[config.mk]
export PLATFORM = sky130hd
export DESIGN_NAME = crc_frame_checker_core
export DESIGN_NICKNAME = d
export VERILOG_FILES = /design/src/hdl/crc_fc_pkg.sv /design/src/hdl/crc_fc_result_queue.sv /design/src/hdl/crc_frame_checker_core.sv
export VERILOG_INCLUDE_DIRS = /design/src /design/src/hdl
export SDC_FILE = /design/constraint.sdc
export NUM_CORES = 1
export LEC_CHECK = 0
export BUFFER_PORTS_ARGS = -buffer_cell sky130_fd_sc_hd__buf_2
export CORE_MARGIN = 2
export CORE_UTILIZATION = 55
export CTS_BUF_LIST = sky130_fd_sc_hd__clkbuf_2 sky130_fd_sc_hd__clkbuf_4 sky130_fd_sc_hd__clkbuf_8
export CTS_CLUSTER_DIAMETER = 100
export DETAILED_ROUTE_END_ITERATION = 12
export PLACE_DENSITY = 0.71
export REMOVE_ABC_BUFFERS = 1
export SETUP_SLACK_MARGIN = 0.4
export SLEW_MARGIN = 20
export SYNTH_ARGS = -nofsm -noshare
export SYNTH_HDL_FRONTEND = slang
export SYNTH_SLANG_ARGS = --single-unit
[constraint.sdc]
create_clock -name clk_i -period 9.47 [get_ports clk_i]
set_clock_uncertainty 0.05 [all_clocks]
set_input_delay 1.894 -clock clk_i [delete_from_list [all_inputs] [get_ports clk_i]]
set_output_delay 1.894 -clock clk_i [all_outputs]
set_load 0.05 [all_outputs]
[src/hdl/crc_frame_checker_core_assert.svh]
// ---------------------------------------------------------------------------
// crc_frame_checker_core assertion macros
// Concurrent check helpers for the frame checker; empty when SYNTH is set.
// ---------------------------------------------------------------------------
`ifndef CRC_FRAME_CHECKER_CORE_ASSERT_SVH
`define CRC_FRAME_CHECKER_CORE_ASSERT_SVH

`ifndef SYNTH

// Check that prop holds at every rising clock edge outside reset.
`define CFC_ASSERT(lbl, clk, rstn, prop) \
  lbl: assert property (@(posedge clk) disable iff (!rstn) (prop)) \
    else $error("crc_frame_checker_core: assertion failed");

// Check that cond is never true outside reset.
`define CFC_ASSERT_NEVER(lbl, clk, rstn, cond) \
  lbl: assert property (@(posedge clk) disable iff (!rstn) !(cond)) \
    else $error("crc_frame_checker_core: forbidden condition seen");

`else

`define CFC_ASSERT(lbl, clk, rstn, prop)
`define CFC_ASSERT_NEVER(lbl, clk, rstn, cond)

`endif

`endif

[src/hdl/crc_fc_pkg.sv]
// ---------------------------------------------------------------------------
// crc_fc_pkg
// Types, constants and the byte-wide CRC16 update for the frame checker.
// ---------------------------------------------------------------------------
package crc_fc_pkg;

  // Frame layout
  localparam int unsigned SofBytes  = 4;
  localparam int unsigned CrcLoPos  = 4;
  localparam int unsigned CrcHiPos  = 5;
  localparam int unsigned LenPos    = 6;
  localparam int unsigned HdrBytes  = 7;

  // Result queue depth: room for one waiting beat plus a two-beat byte
  localparam int unsigned QDepth    = 3;

  // Register reset values
  localparam logic [31:0] SofAReset    = 32'hA1B1_C1D1;
  localparam logic [31:0] SofBReset    = 32'hA2B2_C2D2;
  localparam logic [15:0] CrcPolyReset = 16'h1021;
  localparam logic [15:0] CrcSeedReset = 16'hFFFF;

  typedef enum logic [1:0] {
    REG_SOF_A    = 2'd0,
    REG_SOF_B    = 2'd1,
    REG_CRC_POLY = 2'd2,
    REG_CRC_SEED = 2'd3
  } cfg_reg_e;

  typedef enum logic {
    RES_PAYLOAD = 1'b0,
    RES_STATUS  = 1'b1
  } result_kind_e;

  typedef enum logic [1:0] {
    ST_OK      = 2'd0,
    ST_BAD_SOF = 2'd1,
    ST_CRC_ERR = 2'd2,
    ST_LEN_ERR = 2'd3
  } frame_status_e;

  typedef enum logic [1:0] {
    KIND_NONE = 2'd0,
    KIND_A    = 2'd1,
    KIND_B    = 2'd2
  } frame_kind_e;

  typedef struct packed {
    result_kind_e  kind;
    logic [7:0]    payload_byte;
    logic [7:0]    payload_pos;
    frame_status_e status;
    frame_kind_e   frame_kind;
    logic [7:0]    payload_count;
    logic          final_flag;
  } result_t;

  // Results raised by one accepted byte, payload beat first
  typedef struct packed {
    logic [1:0] num;
    result_t    item0;
    result_t    item1;
  } q_push_t;

  // Fold one byte into the CRC, MSB first, no reflection
  function automatic logic [15:0] crc16_byte(logic [15:0] crc, logic [7:0] data,
                                             logic [15:0] poly);
    logic [15:0] c;
    c = crc ^ {data, 8'h00};
    for (int k = 0; k < 8; k++) begin
      c = c[15] ? ((c << 1) ^ poly) : (c << 1);
    end
    return c;
  endfunction

endpackage

[src/hdl/crc_fc_result_queue.sv]
// ---------------------------------------------------------------------------
// crc_fc_result_queue
// Three-entry shift queue of result beats; takes up to two beats per cycle.
// ---------------------------------------------------------------------------
module crc_fc_result_queue (
  input  logic                clk_i,
  input  logic                rst_ni,
  input  crc_fc_pkg::q_push_t push_i,
  input  logic                pop_i,
  output logic                room_o,
  output logic                valid_o,
  output crc_fc_pkg::result_t head_o
);

  crc_fc_pkg::result_t entry_q [crc_fc_pkg::QDepth];
  crc_fc_pkg::result_t entry_d [crc_fc_pkg::QDepth];
  logic [1:0]          count_q, count_d;
  logic [1:0]          base;

  assign valid_o = (count_q != 2'd0);
  assign head_o  = entry_q[0];
  // Room for a worst-case two-beat push regardless of the pop this cycle
  assign room_o  = (count_q <= 2'd1);

  always_comb begin
    base    = count_q - {1'b0, pop_i};
    count_d = base + push_i.num;
    for (int k = 0; k < crc_fc_pkg::QDepth; k++) begin
      if (pop_i && (k < crc_fc_pkg::QDepth - 1)) begin
        entry_d[k] = entry_q[k + 1];
      end else begin
        entry_d[k] = entry_q[k];
      end
      if ((push_i.num != 2'd0) && (2'(k) == base)) begin
        entry_d[k] = push_i.item0;
      end
      if ((push_i.num == 2'd2) && (2'(k) == base + 2'd1)) begin
        entry_d[k] = push_i.item1;
      end
    end
  end

  always_ff @(posedge clk_i or negedge rst_ni) begin
    if (!rst_ni) begin
      count_q <= 2'd0;
    end else begin
      count_q <= count_d;
    end
  end

  always_ff @(posedge clk_i) begin
    entry_q <= entry_d;
  end

endmodule

[src/hdl/crc_frame_checker_core.sv]
// ---------------------------------------------------------------------------
// crc_frame_checker_core
// Byte-serial start-pattern / length / CRC16 frame checker.
// ---------------------------------------------------------------------------
// Feed the bytes of one received chunk, one per beat, with chunk_end_i high
// on the last. The chunk is read as a 4-byte start pattern (kind a or b),
// CRC16 low and high byte, a length byte and the payload; bytes past the
// payload are ignored. Each payload byte is sent out as a tentative beat
// (result_kind 0) as soon as it arrives while a start pattern still matches;
// the last byte of the chunk raises a status beat (result_kind 1, final_flag
// 1) that says whether the payload stands. The CRC is MSB-first with no
// reflection and no final xor, seeded from crc_seed at each chunk start and
// run over the length byte and payload. Rate: one byte per clock while the
// queue has room. The byte is worked in the cycle it is accepted and its
// beats are registered in a three-entry result queue ahead of the output.
// A byte that carries both the last payload byte and chunk_end gives two
// beats. The input stalls whenever the queue holds two or more beats: after
// a two-beat byte even with the output side always ready, and while a slow
// output side leaves them there. Write configuration only while idle.
// ---------------------------------------------------------------------------
module crc_frame_checker_core #(
  parameter int unsigned MAX_CHUNK_BYTES = 512
) (
  input  logic        clk_i,
  input  logic        rst_ni,
  // configuration write channel
  input  logic        cfg_valid_i,
  output logic        cfg_ready_o,
  input  logic [1:0]  cfg_index_i,
  input  logic [31:0] cfg_data_i,
  // byte input channel
  input  logic        in_valid_i,
  output logic        in_ready_o,
  input  logic [7:0]  rx_byte_i,
  input  logic        chunk_end_i,
  // result channel
  output logic        out_valid_o,
  input  logic        out_ready_i,
  output logic        result_kind_o,
  output logic [7:0]  payload_byte_o,
  output logic [7:0]  payload_pos_o,
  output logic [1:0]  frame_status_o,
  output logic [1:0]  frame_kind_o,
  output logic [7:0]  payload_count_o,
  output logic        final_flag_o
);

  localparam int unsigned IdxW = $clog2(MAX_CHUNK_BYTES + 1);
  localparam logic [IdxW-1:0] IdxMax = IdxW'(MAX_CHUNK_BYTES);

  // Configuration registers
  logic [31:0] sof_a_q, sof_b_q;
  logic [15:0] crc_poly_q, crc_seed_q;

  // Frame state
  logic [IdxW-1:0] idx_q, idx_d;
  logic            match_a_q, match_a_d;
  logic            match_b_q, match_b_d;
  logic [15:0]     rcrc_q, rcrc_d;
  logic [7:0]      len_q, len_d;
  logic [15:0]     crc_q, crc_d;

  logic                in_acc;
  logic                payload_hit;
  logic [IdxW-1:0]     pay_pos;
  logic [IdxW:0]       n_bytes;
  logic [31:0]         sof_a_sh, sof_b_sh;
  crc_fc_pkg::result_t pay_res, stat_res, head;
  crc_fc_pkg::q_push_t q_push;
  logic                q_room;

  assign cfg_ready_o = 1'b1;
  assign in_ready_o  = q_room;
  assign in_acc      = in_valid_i && in_ready_o;

  // Config writes
  always_ff @(posedge clk_i or negedge rst_ni) begin
    if (!rst_ni) begin
      sof_a_q    <= crc_fc_pkg::SofAReset;
      sof_b_q    <= crc_fc_pkg::SofBReset;
      crc_poly_q <= crc_fc_pkg::CrcPolyReset;
      crc_seed_q <= crc_fc_pkg::CrcSeedReset;
    end else if (cfg_valid_i && cfg_ready_o) begin
      case (crc_fc_pkg::cfg_reg_e'(cfg_index_i))
        crc_fc_pkg::REG_SOF_A:    sof_a_q    <= cfg_data_i;
        crc_fc_pkg::REG_SOF_B:    sof_b_q    <= cfg_data_i;
        crc_fc_pkg::REG_CRC_POLY: crc_poly_q <= cfg_data_i[15:0];
        crc_fc_pkg::REG_CRC_SEED: crc_seed_q <= cfg_data_i[15:0];
        default: ;
      endcase
    end
  end

  // Pick the pattern byte that lines up with the current header position
  assign sof_a_sh = sof_a_q >> {idx_q[1:0], 3'b000};
  assign sof_b_sh = sof_b_q >> {idx_q[1:0], 3'b000};
  assign pay_pos  = idx_q - IdxW'(crc_fc_pkg::HdrBytes);
  assign n_bytes  = {1'b0, idx_q} + (IdxW+1)'(1);

  // Per-byte work: advance frame state and build this byte's beats
  always_comb begin
    match_a_d   = match_a_q;
    match_b_d   = match_b_q;
    rcrc_d      = rcrc_q;
    len_d       = len_q;
    // Load the seed at chunk start; it is only folded from the length byte on
    crc_d       = (idx_q == '0) ? crc_seed_q : crc_q;
    payload_hit = 1'b0;

    if (idx_q < IdxW'(crc_fc_pkg::SofBytes)) begin
      if (sof_a_sh[7:0] != rx_byte_i) match_a_d = 1'b0;
      if (sof_b_sh[7:0] != rx_byte_i) match_b_d = 1'b0;
    end else if (idx_q == IdxW'(crc_fc_pkg::CrcLoPos)) begin
      rcrc_d = {8'h00, rx_byte_i};
    end else if (idx_q == IdxW'(crc_fc_pkg::CrcHiPos)) begin
      rcrc_d = {rx_byte_i, rcrc_q[7:0]};
    end else if (idx_q == IdxW'(crc_fc_pkg::LenPos)) begin
      len_d = rx_byte_i;
      crc_d = crc_fc_pkg::crc16_byte(crc_d, rx_byte_i, crc_poly_q);
    end else if (pay_pos < IdxW'(len_q)) begin
      crc_d       = crc_fc_pkg::crc16_byte(crc_d, rx_byte_i, crc_poly_q);
      payload_hit = match_a_q || match_b_q;
    end

    idx_d = (idx_q != IdxMax) ? idx_q + IdxW'(1) : idx_q;

    pay_res               = '0;
    pay_res.kind          = crc_fc_pkg::RES_PAYLOAD;
    pay_res.payload_byte  = rx_byte_i;
    pay_res.payload_pos   = pay_pos[7:0];

    // Status priority: short chunk, start pattern, length, CRC
    stat_res            = '0;
    stat_res.kind       = crc_fc_pkg::RES_STATUS;
    stat_res.final_flag = 1'b1;
    if (n_bytes < (IdxW+1)'(crc_fc_pkg::HdrBytes)) begin
      stat_res.status = crc_fc_pkg::ST_LEN_ERR;
    end else begin
      stat_res.payload_count = len_d;
      if (match_a_d) begin
        stat_res.frame_kind = crc_fc_pkg::KIND_A;
      end else if (match_b_d) begin
        stat_res.frame_kind = crc_fc_pkg::KIND_B;
      end
      if (!match_a_d && !match_b_d) begin
        stat_res.status = crc_fc_pkg::ST_BAD_SOF;
      end else if ((IdxW+1)'(crc_fc_pkg::HdrBytes) + (IdxW+1)'(len_d) > n_bytes) begin
        stat_res.status = crc_fc_pkg::ST_LEN_ERR;
      end else if (crc_d != rcrc_d) begin
        stat_res.status = crc_fc_pkg::ST_CRC_ERR;
      end else begin
        stat_res.status = crc_fc_pkg::ST_OK;
      end
    end

    // Payload beat goes first when both land on the same byte
    q_push.num   = 2'b00;
    q_push.item0 = payload_hit ? pay_res : stat_res;
    q_push.item1 = stat_res;
    if (in_acc) begin
      q_push.num = {1'b0, payload_hit} + {1'b0, chunk_end_i};
    end
  end

  // Frame state register; drop everything after the status beat
  always_ff @(posedge clk_i or negedge rst_ni) begin
    if (!rst_ni) begin
      idx_q     <= '0;
      match_a_q <= 1'b1;
      match_b_q <= 1'b1;
      rcrc_q    <= '0;
      len_q     <= '0;
      crc_q     <= crc_fc_pkg::CrcSeedReset;
    end else if (in_acc) begin
      crc_q <= crc_d;
      if (chunk_end_i) begin
        idx_q     <= '0;
        match_a_q <= 1'b1;
        match_b_q <= 1'b1;
        rcrc_q    <= '0;
        len_q     <= '0;
      end else begin
        idx_q     <= idx_d;
        match_a_q <= match_a_d;
        match_b_q <= match_b_d;
        rcrc_q    <= rcrc_d;
        len_q     <= len_d;
      end
    end
  end

  crc_fc_result_queue u_result_queue (
    .clk_i   (clk_i),
    .rst_ni  (rst_ni),
    .push_i  (q_push),
    .pop_i   (out_valid_o && out_ready_i),
    .room_o  (q_room),
    .valid_o (out_valid_o),
    .head_o  (head)
  );

  assign result_kind_o   = head.kind;
  assign payload_byte_o  = head.payload_byte;
  assign payload_pos_o   = head.payload_pos;
  assign frame_status_o  = head.status;
  assign frame_kind_o    = head.frame_kind;
  assign payload_count_o = head.payload_count;
  assign final_flag_o    = head.final_flag;

`include "crc_frame_checker_core_assert.svh"

  // Chunk end restarts the frame
  `CFC_ASSERT(a_end_clears, clk_i, rst_ni, (in_acc && chunk_end_i) |=> (idx_q == '0))
  // A status beat is always waiting right after a chunk end
  `CFC_ASSERT(a_end_gives_beat, clk_i, rst_ni, (in_acc && chunk_end_i) |=> out_valid_o)
  // No payload beat once both start patterns have failed
  `CFC_ASSERT_NEVER(a_no_pay_bad_sof, clk_i, rst_ni, payload_hit && !match_a_q && !match_b_q)
  // Byte index stays within its saturation bound
  `CFC_ASSERT(a_idx_bound, clk_i, rst_ni, idx_q <= IdxMax)

endmodule

==> Word level (Yosys, flattened, before mapping) <==
Cells that the tools add are included.
{ "op_classes": {"n_addsub": 8, "magnitude_cmp": 5, "eq_ne": 15, "shift": 2, "mux": 53, "bitwise": 9, "reduce_logical": 29} }
{ "op_table": {"columns": ["op", "n"], "rows": [
  ["two-way mux 16 bit", 18],
  ["two-way mux 30 bit", 5],
  ["XOR 16 bit", 9],
  ["right shift 32 x 5 -> 8 bit", 2],
  ["two-way mux 13 bit", 4],
  ["two-way mux 8 bit", 5],
  ["== test 10 x 3 -> 1 bit (second input constant)", 3],
  ["two-way mux 10 bit", 3],
  ["!= test 16 bit", 1],
  ["!= test 8 bit", 2],
  ["two-way mux 2 bit", 7],
  ["nonzero test 2 bit", 6],
  ["adder 10 x 1 -> 11 bit (second input constant)", 1],
  ["greater-than comparator 9 x 11 -> 1 bit", 1],
  ["< comparator 11 x 3 -> 1 bit (second input constant)", 1],
  ["two-way mux 1 bit", 11],
  ["adder 10 x 1 -> 10 bit (second input constant)", 1],
  ["zero test 10 bit", 1],
  ["< comparator 10 x 3 -> 1 bit (second input constant)", 1],
  ["< comparator 10 x 8 -> 1 bit", 1],
  ["!= test 10 bit (second input constant)", 1],
  ["AND reduction 2 bit", 5],
  ["subtractor 10 x 3 -> 10 bit (second input constant)", 1],
  ["adder 3 x 8 -> 9 bit (first input constant)", 1],
  ["14 further kinds", 30]
]} }
{ "word_totals": {"ff_bits": 240, "inputBits": 48, "out_inout_bits": 33, "word_cells": 153} }

==> Depth between registers and ports, before layout <==
Gate-level depths: netlist (run 1).
{ "logic_depth": {"word_depth": 32, "mapped_depth": 26, "ltp_nobuf": 24} }

==> By module <==
Synthesis (run 1) repeated with hierarchy kept, for this count alone.
{ "unflattened": {"cells_unflattened": 1767, "hier_area_um2": 17430.5} }
{ "modules_own_cells": {"columns": ["mod", "instances", "cells_per_inst", "area_each_um2", "seq_area_each_um2"], "rows": [
  ["crc_frame_checker_core", 1, 1369, 12504.5, 3784.9],
  ["crc_fc_result_queue", 1, 398, 4926.0, 2752.6]
]} }

==> Least setup slack after synthesis (run 1) <==
No wires, ideal clock.
{ "synth_path": {"kind": "input-to-reg", "from": "in rx_byte_i[7]", "to": "reg u_result_queue.entry_q[42] (netlist bit) (data pin)", "setup_ns": 0.266, "t_arrival_ns": 6.469, "slack_ns": 2.685, "stages": 20, "n_path_buf": 2, "path_cell_list": "clkbuf_1 nor2b_1 o32ai_4 and2_1 buf_2 or3_1 and4_4 nor3_1 xnor3_1 or3_1 and2_1 o21a_1 o311a_1 o31a_1 or3_1 a31oi_1 xnor2_1 o2111ai_1 nor4_2 o21ai_1"} }
{ "synth_rtl": {"columns": ["element", "line_no", "text"], "rows": [
  ["start, declared", "crc_frame_checker_core.sv:34", "input logic [7:0] rx_byte_i,"],
  ["end signal, assigned", "crc_fc_result_queue.sv:52", "entry_q <= entry_d;"],
  ["end, declared", "crc_fc_result_queue.sv:15", "crc_fc_pkg::result_t entry_q [crc_fc_pkg::QDepth];"]
]} }

==> metrics, run 1 <==
router iterations before antenna repair=7; drt wl/cell=21.8 um; status=finished clean; vias=12,800; HP Class=flop to flop; final hold vios=0; Slew Viols, Final=0; die width=173 um; CTS Buffer Depth=3; cts bufs inserted=41; register area=5940 um^2; first-pass GRT wire length=70.0 mm; initial antenna violation count=0; fmax=~120 MHz; Netlist cell types=100; Startpoint Class=flop; most frequent cells in the layout=nand2_1 (166), xnor2_1 (129), nor2_1 (123), mux2_2 (100), dfrtp_1 (85); Final Util=between 50% and 60%; Max stage delay on crit path=0.91 ns; post-cts hold buffer count=0; relative slew slack=about 22%; Post-DRT Antenna Nets=0; Post-synth EDFFs=36; layout cells sized above 1=25.0%; Worst Hold Launch=u_result_queue.entry_q[26]; CP startpoint=idx_q[1]; #FFs+latches synth=237; GRT Util Overall=29.4%; Port Buf Inserts=~80; critical-path cell list=inv_1 > ha_1 > nor3b_2 > o2111ai_1 > and2_1 > or3_1 > and4_4 > nor2_1 > a22oi_2 > a211o_2 > nand3_1 > a211oi_4 > o21ai_1 > a21oi_1 > or3_1 > a31oi_1 > xnor2_1 > o2111ai_1 > nor4_2 > o21ai_1; critical path class=flop to flop; mean post-synth cell area=9.66 um^2; Die ar.=30,100 um^2; synthesized area=15,800 um^2; H-Tree Depth=2; NumNets Final=~1,700; Reg-to-Reg Start=idx_q[1]; Crit Path Max Fanout=20; DRC viols=0; Worst-Margin Slew=around 1.2 ns; Clk pin slew, worst setup/hold paths=approximately 0.06 ns; RSZ-0062 raised after global routing=no; Final GP Congestion=0.927; row count=62; DRT iter0 DRCs=1,118; CP max stage cell=o21ai_1; CTS tree=yes; Sink Count=237; Core ar.=28,500 um^2; post-CTS setup buffers=0; final wirelength=44.8 mm; clk_lat worst skew=0.57 ns; Fin Setup TNS=0 ns; post-DP HPWL=32.0 mm; vias in the first global route=12,300; Main synth FF type=dfrtp_1; initial core utilization=55.4%; Synth warnings=0; kind of end point of the critical path=flop; commonest non-fill, non-tap cell in the layout=nand2_1; final setup vio count=0; FFs w/ async S/R, synth=63.3%; Critical path buffers and inverters=1; period utilization=84.6%; cell area after placement=16,200 um^2; die boundary height=173 um; area grow syn2layout=8.23%; multi-input logic area=9000 um^2; Cells after Synth=1,633; min cycle time layout=8.01 ns; grt total ovfl=0; final instance area=roughly 17,000 um^2; share of the yosys chip area belonging to registers=a little under two fifths; vias per inst=6.23; # resized after CTS=0; fillers=2,406; num ports=81; ant diodes=0; Arr. time, crit path=between 8 and 9 ns; max-cap violations=0; worst path required time=about 9.7 ns; root buffer selected by CTS=clkbuf_8; pin count of the biggest net entering global routing=77; CP top delay family=simple AND/OR/NAND/NOR gates
## state kept, by name, indices dropped and copies added, names as in the netlist
signal	cells
u_result_queue.entry_q	58
crc_poly_q	16
crc_q	16
u_result_queue.count_q	2
sof_b_q	32
match_b_q	1
match_a_q	1
idx_q	10
len_q	8
u_result_queue.head_o	29
rcrc_q	16
crc_seed_q	16
sof_a_q	32
## area by class of cell
cell class / instances / share of cell area, %
well taps: 384 / 2.81
multi-input cells: 1207 / 52.7
repair buffers: 110 / 3.71
flip-flops and latches: 237 / 34.8
inverters: 42 / 0.923
clock buffers: 64 / 4.46
clock inverters: 11 / 0.601
## worst reg2reg max path, cell delays in order (launching register included)
cell and delay [ns]:
dfrtp_1 0.74, inv_1 0.26, ha_1 0.23, nor3b_2 0.58, o2111ai_1 0.37, and2_1 0.51
or3_1 0.53, and4_4 0.23, nor2_1 0.35, a22oi_2 0.16, a211o_2 0.40, nand3_1 0.24
a211oi_4 0.10, o21ai_1 0.91, a21oi_1 0.23, or3_1 0.43, a31oi_1 0.36, xnor2_1 0.17
o2111ai_1 0.16, nor4_2 0.55, o21ai_1 0.15
## logic make-up after synthesis
kind of cell / after synthesis / share of synthesized area (%)
adders and majority gates: 24 / 1.90
buffers and inverters: 189 / 5.53
AOI/OAI and AO/OA: 352 / 17.0
DFF: 237 / 37.6
muxes: 185 / 13.9
other: 1 / 0.0238
and+or+nand+nor: 485 / 14.6
xor gates and xnor gates: 160 / 9.46
## metal layers
layer	track usage (%)	up-vias	part of all wire, %
met5	0	-	0
met4	10.8	0	3.5
met1	40.2	6264	43
li1	-	5905	-
met3	5.33	102	7.9
met2	47.1	530	46
## final timing paths
| kind | end | slack [ns] | cells past startpoint |
|---|---|---|---|
| setup / recovery | u_result_queue.head_o[12] | 1.46 | 20 |
| hold / removal | u_result_queue.entry_q[26] | 0.42 | 1 |
| hold reg to reg | u_result_queue.entry_q[26] | 0.42 | 1 |
| min in group asynchronous | sof_a_q[13] | 1.29 | 1 |
| setup reg to reg | u_result_queue.head_o[12] | 1.46 | 20 |
| max in group asynchronous | crc_poly_q[3] | 6.63 | 2 |
## cell usage after synthesis (13+ instances only)
cell         n  area [um^2]
mux4_2      17          383
o2111ai_1   13          114
dfxtp_1     51         1020
mux2i_1     68          681
xnor2_1    129         1130
xor2_1      24          210
nor3_1      47          235
clkbuf_1    88          330
nor2_1     123          462
o21ai_0     58          290
buf_4       32          240
nand4_1     17          106
nor2b_1     22          138
dfrtp_1     85         2130
or3_1       13         81.3
a211oi_1    42          315
nand2_1    167          627
ha_1        24          300
o22ai_1     13         81.3
inv_1       42          158
nand3_1     26          130
a22o_1      33          289
edfxtp_1    36         1080
dfstp_2     65         1710
a21oi_1     60          300
mux2_2     100         1130
## metrics by stage
| stage | cells | setup WS (ns) | hold WS [ns] |
|---|---|---|---|
| floorplan | 1486 | 0.935 | 0.389 |
| global placement | 1980 | 1.28 | 0.396 |
| detailed placement | 1980 | 1.14 | 0.403 |
| CTS | 2055 | 1.59 | 0.417 |
| global route | 2055 | 0.982 | 0.427 |
| finish | 2055 | 1.46 | 0.416 |
Power of run 1 is not shown: default switching activity piles up to over one toggle a cycle in this logic, so the estimate is an artifact.
==> run 2: changes to the inputs <==
PLACE_DENSITY = 0.74   (was 0.71)
clock period = 7.1 ns   (was 9.47 ns; I/O delays follow)
==> run 2 against run 1 <==
Compared with the run above: global-route usage is essentially flat; non-clock buffer count grew 39; critical path depth is the same; cell area grew 2.8%; register-to-register slack lost 0.78 ns; sequential share of layout area shrank 0.93 points; die area is the same; via count grew 0.71%; final cell count grew 1.8%; worst setup slack lost 0.79 ns; utilization grew 1.7 points.
==> metrics, run 2 (synthesis gave the netlist of run 1 again) <==
CTS Buffer Depth=3 (unchanged); kind of end point of the critical path=flop; worst hold stages=2 (+1); Worst-Margin Slew=0.988 ns (-0.180 ns); H-Tree Depth=2 (unchanged); stages on the worst setup path=20 (unchanged); post-cts hold buffer count=0 (unchanged); Critical path buffers and inverters=2 (+1); fillers=2,413 (+0.29%); worst path required time=7.32 ns (-2.36 ns); RSZ-0062 raised after global routing=no; Max Used Layer=met5; Biggest register=u_result_queue.entry_q; final hold vios=0 (unchanged); period utilization=90.6%; max-cap violations=0 (unchanged); met3 wire len=3.15 mm (-10%); grt total ovfl=0 (unchanged); commonest non-fill, non-tap cell in the layout=nand2_1; vias in the first global route=12,900 (+4.6%); initial core utilization=55.4% (unchanged); max reg flops=58 (unchanged); DRT iter0 DRCs=1,013 (-9.4%); post-DP HPWL=32.0 mm (about the same); Post-DRT Antenna Nets=0 (unchanged); status=finished clean; Core ar.=28,500 um^2 (unchanged); Slew Viols, Final=0 (unchanged); Port Buf Inserts=79 (unchanged); vias=12,900 (+0.71%); layout cells sized above 1=28.1% (+3.1 points); num ports=81 (unchanged); Crit Path Max Fanout=11 (-45%); vias per inst=6.16 (-1.1%); die width=173 um (unchanged); router iterations before antenna repair=8 (+1); FF-to-FF setup slack=0.68 ns (-0.78 ns); CP max stage cell=o2111ai_1; Max stage delay on crit path=0.51 ns (-0.40 ns); CTS tree=yes; min cycle time layout=6.43 ns; HP Class=flop to flop; critical path class=input port to flop; Arr. time, crit path=6.65 ns (-1.57 ns); multi-input logic area=9190 um^2 (+2.1%); area grow syn2layout=11.2%; relative slew slack=33.7% (+12 points); Die ar.=30,100 um^2 (unchanged); ant diodes=0 (unchanged); cts bufs inserted=40 (-2.4%); fmax=between 150 and 200 MHz; worst hold slack=0.413 ns (-0.00309 ns); most frequent cells in the layout=nand2_1 (165), xnor2_1 (129), nor2_1 (123), mux2_2 (100), dfrtp_1 (85); row count=62 (unchanged); clk_lat worst skew=0.55 ns (-0.02 ns); Reg2Reg Depth=20 (unchanged); Final GP Congestion=0.983 (+6.0%); Clk pin slew, worst setup/hold paths=0.07 ns (about the same); final wirelength=44.3 mm (-1.1%); CP top delay family=compound AO/OA/AOI/OAI gates; root buffer selected by CTS=clkbuf_8; Sink Count=237 (unchanged); biggest regs=u_result_queue.entry_q x58, sof_a_q x32, sof_b_q x32; final setup vio count=0 (unchanged); NumNets Final=1,749 (+2.2%); GRT Util Overall=29.4% (about the same); register area=5940 um^2 (unchanged); DRC viols=0 (unchanged); Startpoint Class=input port; critical-path cell list=buf_2 > nor2b_1 > o2111ai_1 > and2_4 > nor4_2 > a221o_1 > a2111oi_4 > a22oi_2 > a211o_2 > and3_4 > nor2_1 > xnor3_1 > o221ai_1 > xnor2_1 > xor2_1 > nor4_1 > o21ai_1 > nor4_4 > buf_4 > nor3b_1; initial antenna violation count=1 (+1); die boundary height=173 um (unchanged); pin count of the biggest net entering global routing=83 (+7.8%); Metal-1 WL=18.9 mm (-1.0%); first-pass GRT wire length=70.8 mm (+1.1%); drt wl/cell=21.2 um (-2.8%); WL met2=20.8 mm (+0.67%)
[run 2: cell types whose count changed in the layout (fill, tap and decap cells not counted), moves of 3 or more]
cell / previous run / this run
clkinv_1: 4 / 0
a31oi_1: 8 / 4
o311ai_0: 5 / 2
clkinv_2: 1 / 6
mux2i_1: 68 / 64
buf_4: 31 / 69
clkbuf_4: 19 / 16
[run 2: per-stage QoR]
stage               utilization [%]  std cells  worst slack [ns]  TNS, ns  cell area [um^2]
global placement               57.7       2008             0.114        0             16400
global route                   61.6       2092             0.382        0             17600
CTS                            60.7       2081             0.418        0             17300
floorplan                         -       1486             -1.44   -61.61             15100
finish                         61.6       2092             0.667        0             17600
detailed placement             57.7       2008           -0.0193  -0.0487             16400
[run 2: tightest hold or removal path, cell delays in order, from the launching register on]
cell,delay (ns)
dfstp_2,0.37
nand2_1,0.05
nand2_1,0.05
[run 2: per-layer routing]
| layer | GRT usage, % | vias to the layer above |
|---|---|---|
| li1 | - | 5982 |
| met4 | 11.4 | 2 |
| met2 | 47.5 | 483 |
| met5 | 0 | - |
| met3 | 5.20 | 101 |
| met1 | 39.7 | 6324 |
[run 2: path summary, 6_finish.rpt]
path / start / end
setup / recovery: rx_byte_i[6] / u_result_queue.entry_q[12]
hold / removal: crc_q[0] / crc_q[0]
setup reg to reg: idx_q[6] / u_result_queue.entry_q[12]
hold reg to reg: crc_q[0] / crc_q[0]
max in group asynchronous: rst_ni / sof_b_q[28]
min in group asynchronous: rst_ni / sof_b_q[13]
[run 2: timing repair]
action,CTS,global route
endpoints found under the hold margin,0,0
endpoints found under the setup margin,3,3
setup buffers,0,11
pin swaps,0,8
resized for setup,2,38
cloned,0,0
[run 2: final cells by class]
type | count | share of cell area (%)
clock inverter | 10 | 0.428
timing repair buffer | 149 | 5.35
tap | 384 | 2.74
multi-input combinational | 1207 | 52.4
sequential | 237 | 33.8
inverter | 42 | 0.898
clock buffer | 63 | 4.37
Power of run 2 is left out for the same reason.
==> run 3: changes to the inputs <==
CORE_ASPECT_RATIO = 1.2   (was unset)
PLACE_DENSITY = 0.76   (was 0.74)
==> run 3 against run 2 <==
Compared with the run above: fmax fell by 0.31%; clock-buffer cell count rose by 1; critical path depth rose by 2; die area barely moved; worst setup slack got worse by 0.020 ns; worst hold slack got worse by 0.0013 ns; register-to-register slack got worse by 0.03 ns; non-clock buffer count fell by 7; cell area fell by 0.41%; via count rose by 1.7%; sequential cell count did not move; highest routed layer is now met4.
==> metrics, run 3 (synthesis gave the netlist of run 1 again) <==
status=finished clean; Port Buf Inserts=79 (unchanged); CTS Buffer Depth=3 (unchanged); final setup vio count=0 (unchanged); Reg-to-Reg Start=idx_q[0]; most frequent cells in the layout=nand2_1 (164), xnor2_1 (128), nor2_1 (122), mux2_2 (100), dfrtp_1 (85); router iterations before antenna repair=6 (-2); period utilization=90.9% (+0.28 points); Post-DRT Antenna Nets=0 (unchanged); placed insts=2,005 (-0.15%); fillers=2,267 (-6.1%); clk_lat worst skew=0.58 ns (+0.03 ns); vias per inst=6.29 (+2.1%); grt total ovfl=0 (unchanged); CTS tree=yes; Die ar.=30,100 um^2 (about the same); layout cells sized above 1=27.4% (-0.74 points); critical path class=flop to flop; Slew Viols, Final=0 (unchanged); row count=67 (+8.1%); worst hold stages=2 (unchanged); Layout Cells excl Fill=2,083 (-0.43%); first-pass GRT wire length=70.6 mm (-0.17%); Worst Hold Launch=crc_q[0]; kind of end point of the critical path=flop; worst path required time=7.37 ns (+0.05 ns); num ports=81 (unchanged); vias in the first global route=13,300 (+2.9%); Sink Count=237 (unchanged); area grow syn2layout=10.8%; Reg2Reg Depth=22 (+10%); GRT Util Overall=29.7% (+0.29 points); pin count of the biggest net entering global routing=89 (+7.2%); Arr. time, crit path=6.73 ns (+0.08 ns); Biggest register=u_result_queue.entry_q; root buffer selected by CTS=clkbuf_8; die width=159 um (-8.5%); FF-to-FF setup slack=0.65 ns (-0.03 ns); relative slew slack=35.8% (+2.0 points); DRT iter0 DRCs=1,320 (+30%); drt wl/cell=21.4 um (+1.1%); Final GP Congestion=1.05 (+7.2%); post-DP HPWL=31.7 mm (-0.94%); DRC viols=0 (unchanged); commonest non-fill, non-tap cell in the layout=nand2_1; HP Class=flop to flop; R2R Path End=u_result_queue.head_o[12]; vias=13,100 (+1.7%); biggest regs=u_result_queue.entry_q x58, sof_a_q x32, sof_b_q x32; Crit Path Max Fanout=8 (-3); H-Tree Depth=2 (unchanged); initial antenna violation count=1 (unchanged); Clk pin slew, worst setup/hold paths=0.06 ns (about the same); fmax=155 MHz (-0.31%); Worst-Margin Slew=0.961 ns (-0.0279 ns); die boundary height=190 um (+9.3%); initial core utilization=56.2% (+0.76 points); cts bufs inserted=41 (+2.5%); NumNets Final=1,743 (-0.34%); final hold vios=0 (unchanged); RSZ-0062 raised after global routing=no; Core ar.=28,100 um^2 (-1.4%); final wirelength=44.6 mm (+0.68%); Startpoint Class=flop; post-cts hold buffer count=0 (unchanged); Worst Hold End=crc_q[0]; min cycle time layout=6.45 ns (+0.0199 ns); max reg flops=58 (unchanged); max-cap violations=0 (unchanged)
## run 3: worst max-delay path by stage
stage          slack (ns)          from                   endpoint  cells past startpoint
6_report             0.65      idx_q[0]  u_result_queue.head_o[12]                     22
5_1_grt              0.34      idx_q[0]  u_result_queue.head_o[12]                     24
4_1_cts              0.49      idx_q[0]  u_result_queue.head_o[12]                     21
3_5_place_dp         0.10  rx_byte_i[7]  u_result_queue.head_o[12]                     22
3_3_place_gp         0.15  rx_byte_i[7]  u_result_queue.head_o[12]                     22
2_1_floorplan       -1.44      idx_q[0]  u_result_queue.head_o[10]                     17
## run 3: metrics by stage
| stage | setup slack (ns) | hold WS, ns | area, um^2 | utilization, % | setup TNS, ns |
|---|---|---|---|---|---|
| global route | 0.344 | 0.432 | 17500 | 62.2 | 0 |
| floorplan | -1.44 | 0.389 | 15100 | - | -61.61 |
| global placement | 0.151 | 0.396 | 16400 | 58.5 | 0 |
| detailed placement | 0.101 | 0.403 | 16400 | 58.5 | 0 |
| finish | 0.647 | 0.412 | 17500 | 62.2 | 0 |
| CTS | 0.491 | 0.415 | 17300 | 61.7 | 0 |
## run 3: cell type report
| type | count | area, um^2 | share of cell area, % |
|---|---|---|---|
| Sequential cell | 237 | 5940 | 34.0 |
| Multi-Input combinational cell | 1207 | 9140 | 52.3 |
| Inverter | 42 | 158 | 0.902 |
| Clock inverter | 11 | 106 | 0.608 |
| Clock buffer | 64 | 781 | 4.47 |
| Antenna cell | 1 | 2.50 | 0.0143 |
| Tap cell | 379 | 474 | 2.71 |
| Timing Repair Buffer | 142 | 878 | 5.03 |
## run 3: routing by layer
layer | up-vias | part of all wire [%] | GRT usage, %
li1 | 5971 | - | -
met1 | 6420 | 39 | 37.0
met2 | 565 | 49 | 50.1
met3 | 154 | 6.4 | 4.10
met4 | 0 | 5.3 | 15.3
met5 | - | 0 | 0
## run 3: critical path: stages (launching register included)
cell,delay [ns]
dfrtp_1,0.37
inv_1,0.15
ha_2,0.25
or3b_4,0.46
o32ai_4,0.46
nand2_4,0.14
or3_1,0.46
and4_4,0.22
nor3_1,0.14
xnor3_1,0.42
or3_1,0.33
a32o_1,0.23
or2_1,0.31
nand2_2,0.17
buf_4,0.20
a211oi_1,0.07
or3_1,0.43
a31o_2,0.28
xor2_1,0.22
nand4_1,0.19
nor4_4,0.39
buf_4,0.19
o21ai_1,0.07
## run 3: timing repair
action | in CTS | in global routing
setup buffers | 0 | 2
pin swaps | 0 | 4
resized for setup | 2 | 28
endpoints found under the setup margin | 3 | 3
Power of run 3 is left out for the same reason.
